===== src/sha256_byte_stream_hasher_macros.svh =====
// Assertion macros for the SHA-256 byte stream hasher.
`ifndef SHA256_BYTE_STREAM_HASHER_MACROS_SVH
`define SHA256_BYTE_STREAM_HASHER_MACROS_SVH
`ifndef NO_ASSERTIONS
`define SHB_ASSERT_IMP(label, clk, rst_n, ante, cons, msg) \
	label: assert property (@(posedge clk) disable iff (!rst_n) (ante) |-> (cons)) \
		else $error(msg);
`define SHB_ASSERT_NXT(label, clk, rst_n, ante, cons, msg) \
	label: assert property (@(posedge clk) disable iff (!rst_n) (ante) |=> (cons)) \
		else $error(msg);
`else
`define SHB_ASSERT_IMP(label, clk, rst_n, ante, cons, msg)
`define SHB_ASSERT_NXT(label, clk, rst_n, ante, cons, msg)
`endif
`endif


===== src/shb_pkg.sv =====
`timescale 1ns / 1ps
// ----------------------------------------------------------------------------
// shb_pkg
// Shared types, constants and round functions of the SHA-256 hasher.
// ----------------------------------------------------------------------------
package shb_pkg;
	localparam int unsigned QUEUE_DEPTH = 2;
	localparam int unsigned BLOCK_WORDS = 16;
	localparam int unsigned TOTAL_W = 61;

	typedef logic [31:0] word_t;
	typedef word_t [7:0] hash_t;

	// Job handed from the packer to the compression engine.
	typedef struct packed {
		word_t [15:0] blk;
		logic         fin;   // digest is emitted after this block
	} job_t;

	typedef enum logic [1:0] {
		ENG_IDLE,
		ENG_ROUND,
		ENG_ADD
	} eng_state_t;

	typedef enum logic [1:0] {
		PK_BYTES,
		PK_PAD,
		PK_LEN
	} pk_state_t;

	localparam hash_t INIT_HASH = '{
		32'h5be0cd19, 32'h1f83d9ab, 32'h9b05688c, 32'h510e527f,
		32'ha54ff53a, 32'h3c6ef372, 32'hbb67ae85, 32'h6a09e667};

	localparam word_t [63:0] ROUND_K = '{
		32'hc67178f2, 32'hbef9a3f7, 32'ha4506ceb, 32'h90befffa,
		32'h8cc70208, 32'h84c87814, 32'h78a5636f, 32'h748f82ee,
		32'h682e6ff3, 32'h5b9cca4f, 32'h4ed8aa4a, 32'h391c0cb3,
		32'h34b0bcb5, 32'h2748774c, 32'h1e376c08, 32'h19a4c116,
		32'h106aa070, 32'hf40e3585, 32'hd6990624, 32'hd192e819,
		32'hc76c51a3, 32'hc24b8b70, 32'ha81a664b, 32'ha2bfe8a1,
		32'h92722c85, 32'h81c2c92e, 32'h766a0abb, 32'h650a7354,
		32'h53380d13, 32'h4d2c6dfc, 32'h2e1b2138, 32'h27b70a85,
		32'h14292967, 32'h06ca6351, 32'hd5a79147, 32'hc6e00bf3,
		32'hbf597fc7, 32'hb00327c8, 32'ha831c66d, 32'h983e5152,
		32'h76f988da, 32'h5cb0a9dc, 32'h4a7484aa, 32'h2de92c6f,
		32'h240ca1cc, 32'h0fc19dc6, 32'hefbe4786, 32'he49b69c1,
		32'hc19bf174, 32'h9bdc06a7, 32'h80deb1fe, 32'h72be5d74,
		32'h550c7dc3, 32'h243185be, 32'h12835b01, 32'hd807aa98,
		32'hab1c5ed5, 32'h923f82a4, 32'h59f111f1, 32'h3956c25b,
		32'he9b5dba5, 32'hb5c0fbcf, 32'h71374491, 32'h428a2f98};

	localparam logic [7:0] PAD_BYTE = 8'h80;
	localparam logic [5:0] LENGTH_POS = 6'd56;

	function automatic word_t rotr(input word_t x, input int unsigned n);
		rotr = (x >> n) | (x << (32 - n));
	endfunction
endpackage


===== src/shb_stream_if.sv =====
`timescale 1ns / 1ps
// ----------------------------------------------------------------------------
// shb_in_if / shb_out_if
// Valid/ready channels for message bytes and digests.
// ----------------------------------------------------------------------------
interface shb_in_if;
	logic       valid;
	logic       ready;
	logic [7:0] data_byte;
	logic       is_last;
	logic       no_data;
	modport source (output valid, data_byte, is_last, no_data, input ready);
	modport sink (input valid, data_byte, is_last, no_data, output ready);
endinterface

interface shb_out_if;
	logic        valid;
	logic        ready;
	logic [63:0] digest_part_0;
	logic [63:0] digest_part_1;
	logic [63:0] digest_part_2;
	logic [63:0] digest_part_3;
	modport source (output valid, digest_part_0, digest_part_1, digest_part_2,
		digest_part_3, input ready);
	modport sink (input valid, digest_part_0, digest_part_1, digest_part_2,
		digest_part_3, output ready);
endinterface


===== src/shb_packer.sv =====
`timescale 1ns / 1ps
// ----------------------------------------------------------------------------
// shb_packer
// Front end: packs bytes into blocks, appends padding and bit length.
// ----------------------------------------------------------------------------
`include "sha256_byte_stream_hasher_macros.svh"
module shb_packer (
	input  logic          clk,
	input  logic          arst_n,
	shb_in_if.sink        in_ch,
	output shb_pkg::job_t job,
	output logic          job_valid,
	input  logic          job_ready
);
	import shb_pkg::*;

	pk_state_t            state_q, state_d;
	word_t [15:0]         blk_q;
	logic [TOTAL_W-1:0]   total_q;
	logic [5:0]           pos_q;      // padding write position
	logic                 blk_full_q; // block waiting for the queue
	logic                 fin_q;
	logic                 second_q;   // second pad block in progress
	logic                 take;
	logic [5:0]           fill;
	logic [63:0]          bits;

	assign fill = total_q[5:0];
	assign bits = {total_q, 3'b000};

	assign in_ch.ready = (state_q == PK_BYTES) && !blk_full_q;
	assign take = in_ch.valid && in_ch.ready;
	assign job_valid = blk_full_q;
	assign job.blk = blk_q;
	assign job.fin = fin_q;

	always_comb begin
		state_d = state_q;
		unique case (state_q)
			PK_BYTES: begin
				if (take && in_ch.is_last) begin
					state_d = PK_PAD;
				end
			end
			PK_PAD: begin
				if (!blk_full_q && pos_q == 6'd63) begin
					state_d = (fill >= LENGTH_POS && !second_q) ? PK_PAD : PK_LEN;
				end
			end
			PK_LEN: begin
				if (!blk_full_q) begin
					state_d = PK_BYTES;
				end
			end
			default: state_d = PK_BYTES;
		endcase
	end

	always_ff @(posedge clk or negedge arst_n) begin
		if (!arst_n) begin
			state_q    <= PK_BYTES;
			total_q    <= '0;
			pos_q      <= '0;
			blk_full_q <= 1'b0;
			fin_q      <= 1'b0;
			second_q   <= 1'b0;
		end else begin
			if (blk_full_q && job_ready) begin
				blk_full_q <= 1'b0;
			end
			state_q <= state_d;
			unique case (state_q)
				PK_BYTES: begin
					if (take) begin
						if (!in_ch.no_data) begin
							total_q <= total_q + 1'b1;
							if (total_q[5:0] == 6'd63) begin
								blk_full_q <= 1'b1;
								fin_q      <= 1'b0;
							end
						end
						if (in_ch.is_last) begin
							pos_q <= in_ch.no_data ? total_q[5:0] : total_q[5:0] + 1'b1;
						end
					end
				end
				PK_PAD: begin
					if (!blk_full_q) begin
						pos_q <= pos_q + 1'b1;
						if (pos_q == 6'd63 && fill >= LENGTH_POS && !second_q) begin
							blk_full_q <= 1'b1;
							fin_q      <= 1'b0;
							second_q   <= 1'b1;
						end
					end
				end
				PK_LEN: begin
					if (!blk_full_q) begin
						blk_full_q <= 1'b1;
						fin_q      <= 1'b1;
						total_q    <= '0;
						second_q   <= 1'b0;
					end
				end
				default: ;
			endcase
		end
	end

	// Block payload; a second pad block is all zeros ahead of the length.
	always_ff @(posedge clk) begin
		if (state_q == PK_BYTES && take && !in_ch.no_data) begin
			blk_q[4'(15 - total_q[5:2])][8*(3-total_q[1:0]) +: 8] <= in_ch.data_byte;
		end else if (state_q == PK_PAD && !blk_full_q) begin
			blk_q[4'(15 - pos_q[5:2])][8*(3-pos_q[1:0]) +: 8] <=
				(pos_q == fill && !second_q) ? PAD_BYTE : 8'h00;
		end else if (state_q == PK_LEN && !blk_full_q) begin
			blk_q[1] <= bits[63:32];
			blk_q[0] <= bits[31:0];
		end
	end

	`SHB_ASSERT_NXT(a_no_take_when_full, clk, arst_n, blk_full_q && !job_ready,
		blk_full_q, "pending block lost")
	`SHB_ASSERT_IMP(a_ready_only_bytes, clk, arst_n, in_ch.ready,
		state_q == PK_BYTES, "input ready outside byte phase")
	`SHB_ASSERT_NXT(a_len_sets_fin, clk, arst_n, state_q == PK_LEN && !blk_full_q,
		blk_full_q && fin_q, "length block not queued as final")
endmodule


===== src/shb_job_queue.sv =====
`timescale 1ns / 1ps
// ----------------------------------------------------------------------------
// shb_job_queue
// Two-entry queue of block jobs between packer and compression engine.
// ----------------------------------------------------------------------------
`include "sha256_byte_stream_hasher_macros.svh"
module shb_job_queue #(
	parameter int unsigned DEPTH = shb_pkg::QUEUE_DEPTH
) (
	input  logic          clk,
	input  logic          arst_n,
	input  shb_pkg::job_t wr_job,
	input  logic          wr_valid,
	output logic          wr_ready,
	output shb_pkg::job_t rd_job,
	output logic          rd_valid,
	input  logic          rd_ready
);
	import shb_pkg::*;
	localparam int unsigned AW = (DEPTH > 1) ? $clog2(DEPTH) : 1;

	job_t            mem_q [DEPTH];
	logic [AW-1:0]   wp_q, rp_q;
	logic [AW:0]     cnt_q;
	logic            push, pop;

	assign wr_ready = cnt_q != (AW+1)'(DEPTH);
	assign rd_valid = cnt_q != '0;
	assign push = wr_valid && wr_ready;
	assign pop = rd_valid && rd_ready;
	assign rd_job = mem_q[rp_q];

	always_ff @(posedge clk) begin
		if (push) begin
			mem_q[wp_q] <= wr_job;
		end
	end

	always_ff @(posedge clk or negedge arst_n) begin
		if (!arst_n) begin
			wp_q  <= '0;
			rp_q  <= '0;
			cnt_q <= '0;
		end else begin
			if (push) begin
				wp_q <= (wp_q == AW'(DEPTH - 1)) ? '0 : wp_q + 1'b1;
			end
			if (pop) begin
				rp_q <= (rp_q == AW'(DEPTH - 1)) ? '0 : rp_q + 1'b1;
			end
			cnt_q <= cnt_q + (AW+1)'(push) - (AW+1)'(pop);
		end
	end

	`SHB_ASSERT_IMP(a_cnt_range, clk, arst_n, 1'b1, cnt_q <= (AW+1)'(DEPTH),
		"queue count overflow")
	`SHB_ASSERT_NXT(a_push_nonempty, clk, arst_n, push, rd_valid,
		"queue empty after push")
	`SHB_ASSERT_NXT(a_cnt_hold, clk, arst_n, !push && !pop, $stable(cnt_q),
		"queue count moved without traffic")
endmodule


===== src/shb_engine.sv =====
`timescale 1ns / 1ps
// ----------------------------------------------------------------------------
// shb_engine
// Back end: 64 rounds per block, one per cycle, then chaining add.
// ----------------------------------------------------------------------------
`include "sha256_byte_stream_hasher_macros.svh"
module shb_engine (
	input  logic          clk,
	input  logic          arst_n,
	input  shb_pkg::job_t job,
	input  logic          job_valid,
	output logic          job_ready,
	shb_out_if.source     out_ch
);
	import shb_pkg::*;

	eng_state_t   state_q, state_d;
	hash_t        chain_q, work_q;
	word_t [15:0] w_q;        // schedule ring, w_q[0] is current word
	logic [5:0]   rnd_q;
	logic         fin_q;
	logic         out_valid_q;
	hash_t        dig_q;
	word_t        w15, w2, g0, g1, wnew, s1, ch, t1, s0, maj;
	logic         start;

	// a job is taken only when it will really start
	assign job_ready = state_q == ENG_IDLE && !(out_valid_q && !out_ch.ready);
	assign start = job_ready && job_valid;

	// job.blk[15] is the first word of the block
	assign w15 = w_q[1];
	assign w2 = w_q[14];
	assign g0 = rotr(w15, 7) ^ rotr(w15, 18) ^ (w15 >> 3);
	assign g1 = rotr(w2, 17) ^ rotr(w2, 19) ^ (w2 >> 10);
	assign wnew = w_q[0] + g0 + w_q[9] + g1;

	assign s1 = rotr(work_q[4], 6) ^ rotr(work_q[4], 11) ^ rotr(work_q[4], 25);
	assign ch = (work_q[4] & work_q[5]) ^ (~work_q[4] & work_q[6]);
	assign t1 = work_q[7] + s1 + ch + ROUND_K[rnd_q] + w_q[0];
	assign s0 = rotr(work_q[0], 2) ^ rotr(work_q[0], 13) ^ rotr(work_q[0], 22);
	assign maj = (work_q[0] & work_q[1]) ^ (work_q[0] & work_q[2]) ^
		(work_q[1] & work_q[2]);

	always_comb begin
		state_d = state_q;
		unique case (state_q)
			ENG_IDLE:  if (start) state_d = ENG_ROUND;
			ENG_ROUND: if (rnd_q == 6'd63) state_d = ENG_ADD;
			ENG_ADD:   state_d = ENG_IDLE;
			default:   state_d = ENG_IDLE;
		endcase
	end

	assign out_ch.valid = out_valid_q;
	assign out_ch.digest_part_0 = {dig_q[0], dig_q[1]};
	assign out_ch.digest_part_1 = {dig_q[2], dig_q[3]};
	assign out_ch.digest_part_2 = {dig_q[4], dig_q[5]};
	assign out_ch.digest_part_3 = {dig_q[6], dig_q[7]};

	always_ff @(posedge clk or negedge arst_n) begin
		if (!arst_n) begin
			state_q     <= ENG_IDLE;
			rnd_q       <= '0;
			chain_q     <= INIT_HASH;
			fin_q       <= 1'b0;
			out_valid_q <= 1'b0;
		end else begin
			state_q <= state_d;
			if (out_valid_q && out_ch.ready) begin
				out_valid_q <= 1'b0;
			end
			if (state_q == ENG_ROUND) begin
				rnd_q <= rnd_q + 1'b1;
			end
			if (state_q == ENG_IDLE && state_d == ENG_ROUND) begin
				fin_q <= job.fin;
			end
			if (state_q == ENG_ADD) begin
				if (fin_q) begin
					chain_q     <= INIT_HASH;
					out_valid_q <= 1'b1;
				end else begin
					for (int i = 0; i < 8; i++) begin
						chain_q[i] <= chain_q[i] + work_q[i];
					end
				end
			end
		end
	end

	always_ff @(posedge clk) begin
		if (state_q == ENG_IDLE && state_d == ENG_ROUND) begin
			work_q <= chain_q;
			for (int i = 0; i < 16; i++) begin
				w_q[i] <= job.blk[15 - i];
			end
		end else if (state_q == ENG_ROUND) begin
			for (int i = 0; i < 15; i++) begin
				w_q[i] <= w_q[i + 1];
			end
			w_q[15] <= wnew;
			work_q[7] <= work_q[6];
			work_q[6] <= work_q[5];
			work_q[5] <= work_q[4];
			work_q[4] <= work_q[3] + t1;
			work_q[3] <= work_q[2];
			work_q[2] <= work_q[1];
			work_q[1] <= work_q[0];
			work_q[0] <= t1 + s0 + maj;
		end
		if (state_q == ENG_ADD && fin_q) begin
			for (int i = 0; i < 8; i++) begin
				dig_q[i] <= chain_q[i] + work_q[i];
			end
		end
	end

	`SHB_ASSERT_IMP(a_rnd_zero_idle, clk, arst_n, state_q == ENG_IDLE, rnd_q == 6'd0,
		"round counter not zero between blocks")
	`SHB_ASSERT_NXT(a_add_after_63, clk, arst_n, state_q == ENG_ROUND && rnd_q == 6'd63,
		state_q == ENG_ADD, "missing chaining add")
	`SHB_ASSERT_IMP(a_no_overwrite, clk, arst_n, state_q == ENG_ADD && fin_q,
		!out_valid_q || out_ch.ready, "digest overwritten while stalled")
endmodule


===== src/sha256_byte_stream_hasher.sv =====
`timescale 1ns / 1ps
// ----------------------------------------------------------------------------
// sha256_byte_stream_hasher
// SHA-256 of a byte stream, one byte per input beat, digest per message.
// ----------------------------------------------------------------------------
// Usage:
//  - in_ch carries one message byte per beat; is_last marks the final beat,
//    no_data marks a beat without a byte (alone with is_last: empty message).
//  - out_ch gives one 256-bit digest beat per message, big-endian parts.
//  - Bytes are taken one per cycle into the packer block register; when 64
//    bytes are in, the block moves to a two-entry job queue; the packer
//    pauses for that handoff and while the queue is full.
//  - The engine runs one round per cycle: 1 load + 64 rounds + 1 add per
//    block; it takes a new block only once it is back in idle.
//  - After the last beat the packer writes padding byte by byte from the
//    fill level to the block end (and through a whole second pad block
//    when one is needed), then the length, and then the engine finishes.
//  - Reset clears all control state and loads the initial hash values; no
//    clearing pass is needed.
//  - When out_ch stalls the digest is held in its register; the engine does
//    not start the next block, and the packer keeps filling until the queue
//    fills.
// ----------------------------------------------------------------------------
`include "sha256_byte_stream_hasher_macros.svh"
module sha256_byte_stream_hasher #(
	parameter int unsigned QUEUE_DEPTH = shb_pkg::QUEUE_DEPTH
) (
	input logic       clk,
	input logic       arst_n,
	shb_in_if.sink    in_ch,
	shb_out_if.source out_ch
);
	import shb_pkg::*;

	job_t pk_job, q_job;
	logic pk_valid, pk_ready, q_valid, q_ready;

	shb_packer u_packer (
		.clk      (clk),
		.arst_n   (arst_n),
		.in_ch    (in_ch),
		.job      (pk_job),
		.job_valid(pk_valid),
		.job_ready(pk_ready)
	);

	shb_job_queue #(.DEPTH(QUEUE_DEPTH)) u_queue (
		.clk     (clk),
		.arst_n  (arst_n),
		.wr_job  (pk_job),
		.wr_valid(pk_valid),
		.wr_ready(pk_ready),
		.rd_job  (q_job),
		.rd_valid(q_valid),
		.rd_ready(q_ready)
	);

	shb_engine u_engine (
		.clk      (clk),
		.arst_n   (arst_n),
		.job      (q_job),
		.job_valid(q_valid),
		.job_ready(q_ready),
		.out_ch   (out_ch)
	);

	`SHB_ASSERT_NXT(a_out_hold, clk, arst_n, out_ch.valid && !out_ch.ready,
		out_ch.valid && $stable(out_ch.digest_part_0), "digest dropped while stalled")
	`SHB_ASSERT_IMP(a_handoff, clk, arst_n, pk_valid && pk_ready, !$isunknown(pk_job.fin),
		"unknown job flag")
	`SHB_ASSERT_IMP(a_pop_valid, clk, arst_n, q_ready && q_valid, !$isunknown(q_job.fin),
		"unknown queue output")
endmodule

===== src/flat_wrapper.sv =====
// flat-port wrapper written by rule: the top's interface ports become plain ports
module sha256_byte_stream_hasher_flat import shb_pkg::*;
#(
	parameter int unsigned QUEUE_DEPTH = shb_pkg::QUEUE_DEPTH
)
  (clk, arst_n, in_ch_valid, in_ch_data_byte, in_ch_is_last, in_ch_no_data, in_ch_ready, out_ch_valid, out_ch_digest_part_0, out_ch_digest_part_1, out_ch_digest_part_2, out_ch_digest_part_3, out_ch_ready);
  shb_in_if in_ch_i ();
  shb_out_if out_ch_i ();
  input logic clk;
  input logic arst_n;
  input wire logic [$bits(in_ch_i.valid)-1:0] in_ch_valid;
  input wire logic [$bits(in_ch_i.data_byte)-1:0] in_ch_data_byte;
  input wire logic [$bits(in_ch_i.is_last)-1:0] in_ch_is_last;
  input wire logic [$bits(in_ch_i.no_data)-1:0] in_ch_no_data;
  output wire logic [$bits(in_ch_i.ready)-1:0] in_ch_ready;
  output wire logic [$bits(out_ch_i.valid)-1:0] out_ch_valid;
  output wire logic [$bits(out_ch_i.digest_part_0)-1:0] out_ch_digest_part_0;
  output wire logic [$bits(out_ch_i.digest_part_1)-1:0] out_ch_digest_part_1;
  output wire logic [$bits(out_ch_i.digest_part_2)-1:0] out_ch_digest_part_2;
  output wire logic [$bits(out_ch_i.digest_part_3)-1:0] out_ch_digest_part_3;
  input wire logic [$bits(out_ch_i.ready)-1:0] out_ch_ready;
  assign in_ch_i.valid = in_ch_valid;
  assign in_ch_i.data_byte = in_ch_data_byte;
  assign in_ch_i.is_last = in_ch_is_last;
  assign in_ch_i.no_data = in_ch_no_data;
  assign in_ch_ready = in_ch_i.ready;
  assign out_ch_valid = out_ch_i.valid;
  assign out_ch_digest_part_0 = out_ch_i.digest_part_0;
  assign out_ch_digest_part_1 = out_ch_i.digest_part_1;
  assign out_ch_digest_part_2 = out_ch_i.digest_part_2;
  assign out_ch_digest_part_3 = out_ch_i.digest_part_3;
  assign out_ch_i.ready = out_ch_ready;
  sha256_byte_stream_hasher #(.QUEUE_DEPTH(QUEUE_DEPTH)) u_core (.clk(clk), .arst_n(arst_n), .in_ch(in_ch_i), .out_ch(out_ch_i));
endmodule

===== config.mk =====
export PLATFORM = sky130hd
export DESIGN_NAME = sha256_byte_stream_hasher_flat
export DESIGN_NICKNAME = d
export VERILOG_FILES = /design/src/shb_pkg.sv /design/src/shb_stream_if.sv /design/src/shb_packer.sv /design/src/shb_job_queue.sv /design/src/shb_engine.sv /design/src/sha256_byte_stream_hasher.sv /design/src/flat_wrapper.sv
export VERILOG_INCLUDE_DIRS = /design/src /design/src/src
export SDC_FILE = /design/constraint.sdc
export NUM_CORES = 2
export LEC_CHECK = 0
export BUFFER_PORTS_ARGS = -buffer_cell sky130_fd_sc_hd__buf_2
export CAP_MARGIN = 40
export CORE_ASPECT_RATIO = 0.9
export CORE_MARGIN = 4
export CORE_UTILIZATION = 47
export DETAILED_ROUTE_END_ITERATION = 12
export MAX_ROUTING_LAYER = met4
export PLACE_DENSITY_LB_ADDON = 0.05
export SYNTH_ARGS = -nofsm -noshare
export SYNTH_HDL_FRONTEND = slang
export SYNTH_SLANG_ARGS = --single-unit

===== constraint.sdc =====
create_clock -name clk -period 37.9 [get_ports clk]
set_clock_uncertainty 0.1 [all_clocks]
set_input_delay 1.895 -clock clk [delete_from_list [all_inputs] [get_ports clk]]
set_output_delay 1.895 -clock clk [all_outputs]
set_load 0.01 [all_outputs]

=== Word-level counts from Yosys, hierarchy flattened ===
Memories as Yosys holds them, arrays and structs flattened.
Index checks and enable logic that the tools add are counted.

* Add/sub/neg operators: 32
* $lt $le $gt $ge: 6
* Equality and inequality tests: 19
* Shifts and indexed selects: 4
* Mux-type cells: 60
* Bitwise gates (word level): 27
* Reductions and logical operators: 41

{| class="wikitable"
|+ Operator list
! kind !! number
|-
| two-way mux 512 bit || 3
|-
| bitwise mux 512 bit || 2
|-
| two-way mux 256 bit || 3
|-
| adder 32 bit || 18
|-
| two-way mux 448 bit || 1
|-
| bitwise XOR 32 bit || 9
|-
| demux 32 bit (select 4 bit) || 2
|-
| two-way mux 61 bit || 3
|-
| AND 32 bit || 5
|-
| two-way mux 64 bit || 2
|-
| one-hot mux 61 bit (2 select lines) || 1
|-
| two-way mux 32 bit || 3
|-
| negator 32 -> 34 bit || 2
|-
| variable shift 8 x 34 -> 32 bit (first input constant) || 2
|-
| indexed part select 8 x 34 -> 32 bit || 2
|-
| adder 61 x 1 -> 61 bit (second input constant) || 1
|-
| inverter 32 bit || 1
|-
| OR 10 x 32 -> 32 bit || 1
|-
| OR 13 x 32 -> 32 bit || 1
|-
| OR 14 x 32 -> 32 bit || 1
|-
| OR 15 x 32 -> 32 bit || 1
|-
| OR 19 x 32 -> 32 bit || 1
|-
| OR 21 x 32 -> 32 bit || 1
|-
| OR 25 x 32 -> 32 bit || 1
|-
| 38 further kinds || 122
|}

* Bits in registers: 1878
* Bits in writable memories: 1026
* Memory bits (read-only): 2048
* Input bits: 14
* Output and inout bits: 258
* Logic and storage cells: 260
* Memories: 2

{| class="wikitable"
|+ Memory list
! name !! words !! bits a word !! read ports !! clocked after Yosys merged registers in !! write ports !! line !! source
|-
| (name not given) || 64 || 32 || 1 || 0 || 0 || shb_engine.sv:40 || <nowiki>assign t1 = work_q[7] + s1 + ch + ROUND_K[rnd_q] + w_q[0];</nowiki>
|-
| u_core.u_queue.mem_q || 2 || 513 || 1 || 0 || 1 || shb_job_queue.sv:22 || <nowiki>job_t mem_q [DEPTH];</nowiki>
|}

=== Depth between registers and ports, before layout ===
* Depth in word-level cells: 11
* Gate-level depth with buffers: 34
* Gate-level depth less buffers: 33

=== Cells and area by module ===
Synthesis repeated with hierarchy kept, for this count alone.

* Cells, all modules: 11406
* Area, all modules: 140933.9 um^2

{| class="wikitable"
|+ By module, submodules not included
! module !! times used !! cells each !! area each (um^2) !! sequential area each (um^2)
|-
| shb_engine || 1 || 7924 || 78412.7 || 37576.0
|-
| shb_job_queue || 1 || 1618 || 39255.1 || 30909.6
|-
| shb_packer || 1 || 1864 || 23266.1 || 17176.5
|}

=== Worst setup path after synthesis ===
Ideal clock, no wire load.

* Kind: register to register
* Start point: register u_core.u_packer.blk_full_q (netlist: u_core.u_packer.job_valid)
* End point: memory u_core.u_queue.mem_q[0][0] (netlist name), enable pin
* Setup time: 1.404 ns
* Arrival: 21.828 ns
* Required time: 36.396 ns
* Setup slack: 14.567 ns
* Cell stages (with the launch flop): 4
* Buffers on the path: 1
* Clock period less this slack: 23.333 ns
* Path through: dfrtp_1 > buf_2 > o21ai_1 > nor2_1

* Cells in the longest elaborated chain, start to end: 3

{| class="wikitable"
|+ RTL lines
! item !! line !! source
|-
| start: declaration || shb_packer.sv:21 || <nowiki>logic blk_full_q;</nowiki>
|-
| start signal: assignment || shb_packer.sv:64 || <nowiki>blk_full_q <= 1'b0;</nowiki>
|-
| start signal: assignment || shb_packer.sv:69 || <nowiki>blk_full_q <= 1'b0;</nowiki>
|-
| start signal: assignment || shb_packer.sv:78 || <nowiki>blk_full_q <= 1'b1;</nowiki>
|-
| logical AND 1 bit || shb_job_queue.sv:29 || <nowiki>assign push = wr_valid && wr_ready;</nowiki>
|-
| two-way mux 1 bit || shb_job_queue.sv:34 || <nowiki>if (push) begin</nowiki>
|-
| two-way mux 1 bit (implied by the code) || shb_job_queue.sv:35 || <nowiki>mem_q[wp_q] <= wr_job;</nowiki>
|-
| end: declaration || shb_job_queue.sv:22 ||
|}

Every way passes these cells.

=== Worst setup path after layout ===
* Start point: register u_core.u_engine.rnd_q[1]
* End point: register u_core.u_engine.work_q[30] (netlist name), data pin

* Cells in the longest elaborated chain, start to end: 8
* Elaborated cells between the ends (all ways): 13
* Those cells by class: add/sub: 4; eq/ne: 2; mux: 5; reduce/logical: 1; memory: 1

{| class="wikitable"
|+ RTL lines
! item !! line !! source
|-
| start: declaration || shb_engine.sv:20 || <nowiki>logic [5:0] rnd_q;</nowiki>
|-
| start signal: assignment || shb_engine.sv:74 || <nowiki>rnd_q <= rnd_q + 1'b1;</nowiki>
|-
| memory read (64 x 32 bit) || - ||
|-
| two-way mux 32 bit (implied by the code) || shb_engine.sv:40 ||
|-
| adder 32 bit (2 in a row) || shb_engine.sv:40 ||
|-
| adder 32 bit (2 in a row) || shb_engine.sv:110 || <nowiki>work_q[0] <= t1 + s0 + maj;</nowiki>
|-
| two-way mux 256 bit || shb_engine.sv:98 || <nowiki>end else if (state_q == ENG_ROUND) begin</nowiki>
|-
| two-way mux 256 bit (*) || shb_engine.sv:93 || <nowiki>if (state_q == ENG_IDLE && state_d == ENG_ROUND) begin</nowiki>
|-
| end signal: assignment || shb_engine.sv:94 || <nowiki>work_q <= chain_q;</nowiki>
|-
| end: declaration || shb_engine.sv:18 || <nowiki>hash_t chain_q, work_q;</nowiki>
|}

Mark *: on every way between the ends. The rest lies on a longest branch, timed or not. The select of a mux whose other input is x is not followed.
A chain may end at the register's enable or synchronous reset.

==> metrics.cfg <==
[critical_path]
cp.required_ps = 38560
crit_type = reg2reg
crit_family = compound AO/OA/AOI/OAI gates
crit_fanout = 20
endpoint_kind = flip-flop
crit_buf_inv = 4
crit_arrival_ps = 9800
cp_slowest_stage_delay_ps = 760
cpMaxStageDelayCell = ha_1
start_kind = flip-flop
cp_common_cell = a21o_1

[logic_synthesis]
synth_top_area_share_pct = 56.47
synthDistinctLibCells = 100
synthFlopType = edfxtp_1
synthesis.area_um2 = 136200
syn_inst = 10880
synth_edf_count = 2562
synth_fp_nets = 11490
yosys_warnings = 0
synth_largest_area_cell = edfxtp_1
netlist_top_cells_area = edfxtp_1, nand2_1, mux2i_1
async_reset_ff_share_pct = 11.78
synth.ff_latch_count = 2904
synth-seq-area-share_pct = 62.88
avgSynthCellArea_um2 = 12.52

[pwr]
power_mw = 6.480
vdd_drop_max_uv = 38.44
leakage_nw = 61.36
p_per_area_nw_per_um2 = 42.21

[die]
fp.dieW_um = 575.5
initial_core_util_pct = 47.22
fp.dieArea_um2 = 298500
io_pins = 272
die_h_um = 518.8
rows = 187
core_area_um2 = 288500

[timing]
report.final.setup_viol = 0
fin_crit_sh_pct = 24.14
fin_crit_ps = 9150
max_clock_freq_mhz = 109.3
hold_viol = 0
worst_slew_pin_slew_ps = 1295
tns_ps = 0
slew-limit-headroom_pct = 13.70
rsz0062_at_grt = no
whs_ps = 297.0
drv_slew = 0

[drt]
post_drt_wl_per_cell_um = 28.04
drtIter0Drc = 8490
first_pass_iters = 6
drc = 0
vias = 88030
final_antenna_net_count = 0
routed_wl_um = 430500
vias_per_cell = 5.734

[cells_and_area]
drive_above_1_share_pct = 11.03
mostFrequentLayoutCell = edfxtp_1
fillerInstances = 24650
num-nets-final = 11840
syn2layout_area_growth_pct = 12.69
layout_common_cells = edfxtp_1, nand2_1, o21ai_0, nor2_1, mux2i_1

[clock_network]
clkSinkCount = 2904
root_buffer = clkbuf_16
clock_path_buffers = 4
path_clk_slew_ps = 70
postCtsHoldBufs = 0
clk_latency_ps = 950
numCtsBuffers = 307
cts_setup_buffers = 0
cts_tree = yes
htreeDepth = 5
cts_resized = 0

[placed_design]
hpwlAfterDp_um = 305500
gp_congestion = 0.9371
port_buffers = 271

[grt]
grt_max_degree = 225
overflow = 0
grtUsageTotal_pct = 29.11
antenna_found_initial = 19
grt_pass1_vias = 85960
grt_pass1_wl_um = 619700

[flow_run]
cap_violations = 0

[worst_hold_path]
hp-class = reg2reg

[status]
outcome = completed

==> flip-flops by register name, indices dropped and copies added (netlist names), 6 cells and up <==
name                                  flops
u_core.u_queue.mem_q                   1026
u_core.u_packer.job                     512
u_core.u_engine.w_q                     448
u_core.u_engine.chain_q                 256
u_core.u_engine.work_q                  256
u_core.u_engine.out_ch.digest_part_0     64
u_core.u_engine.out_ch.digest_part_1     64
u_core.u_engine.out_ch.digest_part_2     64
u_core.u_engine.out_ch.digest_part_3     64
u_core.u_packer.total_q                  61
u_core.u_engine.w15                      32
u_core.u_engine.w2                       32
u_core.u_engine.rnd_q                     6
u_core.u_packer.pos_q                     6
==> cell type report <==
type | instances | area [µm²] | share of cell area (%)
inverters | 505 | 1903 | 1.240
multi-input cells | 6960 | 46910 | 30.56
well taps | 3874 | 4847 | 3.157
clock inverters | 153 | 1619 | 1.055
clock buffers | 400 | 8376 | 5.456
flip-flops and latches | 2904 | 85670 | 55.81
diodes | 12 | 30.03 | 0.01956
repair buffers | 545 | 4164 | 2.712
==> path summary, 6_finish.rpt <==
| kind | startpoint | to | slack [ps] | cells after the start |
|---|---|---|---|---|
| max in group asynchronous | arst_n | u_core.u_packer.total_q[45] | 34260 | 5 |
| hold / removal | u_core.u_packer.job[159] | u_core.u_queue.mem_q[0][159] | 300 | 0 |
| hold reg to reg | u_core.u_packer.job[159] | u_core.u_queue.mem_q[0][159] | 300 | 0 |
| min in group asynchronous | arst_n | u_core.u_engine.chain_q[74] | 950 | 1 |
| setup / recovery | u_core.u_engine.rnd_q[1] | u_core.u_engine.work_q[30] | 28750 | 31 |
| setup reg to reg | u_core.u_engine.rnd_q[1] | u_core.u_engine.work_q[30] | 28750 | 31 |
==> where the power goes <==
group	leakage, nW	internal [mW]	switching, mW
clock network	4.86	1.77	1.26
logic	29.2	0.00247	0.0167
registers	27.3	3.43	0
total	61.4	5.20	1.28
==> per-layer routing <==
| layer | global-route usage [%] | wire, µm | vias up |
|---|---|---|---|
| met2 | 44.92 | 199800 | 2853 |
| li1 | - | - | 40010 |
| met4 | 8.732 | 14560 | 0 |
| met3 | 3.196 | 23420 | 592 |
| met5 | - | 0 | - |
| met1 | 40.93 | 192700 | 44580 |
==> stage by stage <==
step	util, %	instances	instance area, µm²	setup slack [ps]
floorplan	-	10880	136200	14570
global placement	49.26	14690	142100	28370
detailed placement	49.73	14790	143500	28850
CTS	53.20	15340	153500	28820
global route	53.21	15350	153500	28340
finish	53.21	15350	153500	28750
==> Yosys cell counts (all sizes together) (16+ instances only) <==
cell / n
edfxtp: 2562
nand2: 1545
o21ai: 929
nor2: 763
mux2i: 521
inv: 500
clkbuf: 471
xnor2: 406
ha: 403
a21oi: 400
xor2: 237
dfrtp: 206
fa: 195
a21o: 180
dfstp: 136
nand3: 119
o22a: 110
a22o: 99
nor3: 93
o21a: 65
a211oi: 63
nand2b: 63
o22ai: 63
nor2b: 59
and3: 53
o31ai: 51
and2: 45
a31oi: 43
or3: 41
o21bai: 40
buf: 37
mux2: 37
nand4: 31
a311oi: 24
o211ai: 23
nor3b: 19
o31a: 18
a31o: 16
==> kinds of logic after synthesis <==
family | synth area share (%)
flops | 62.88
simple gates | 8.998
compound gates | 10.28
buf+inv | 2.804
xor+xnor | 4.156
fa+ha+maj | 6.589
mux | 4.299
Power figures use the tool's default switching activity.
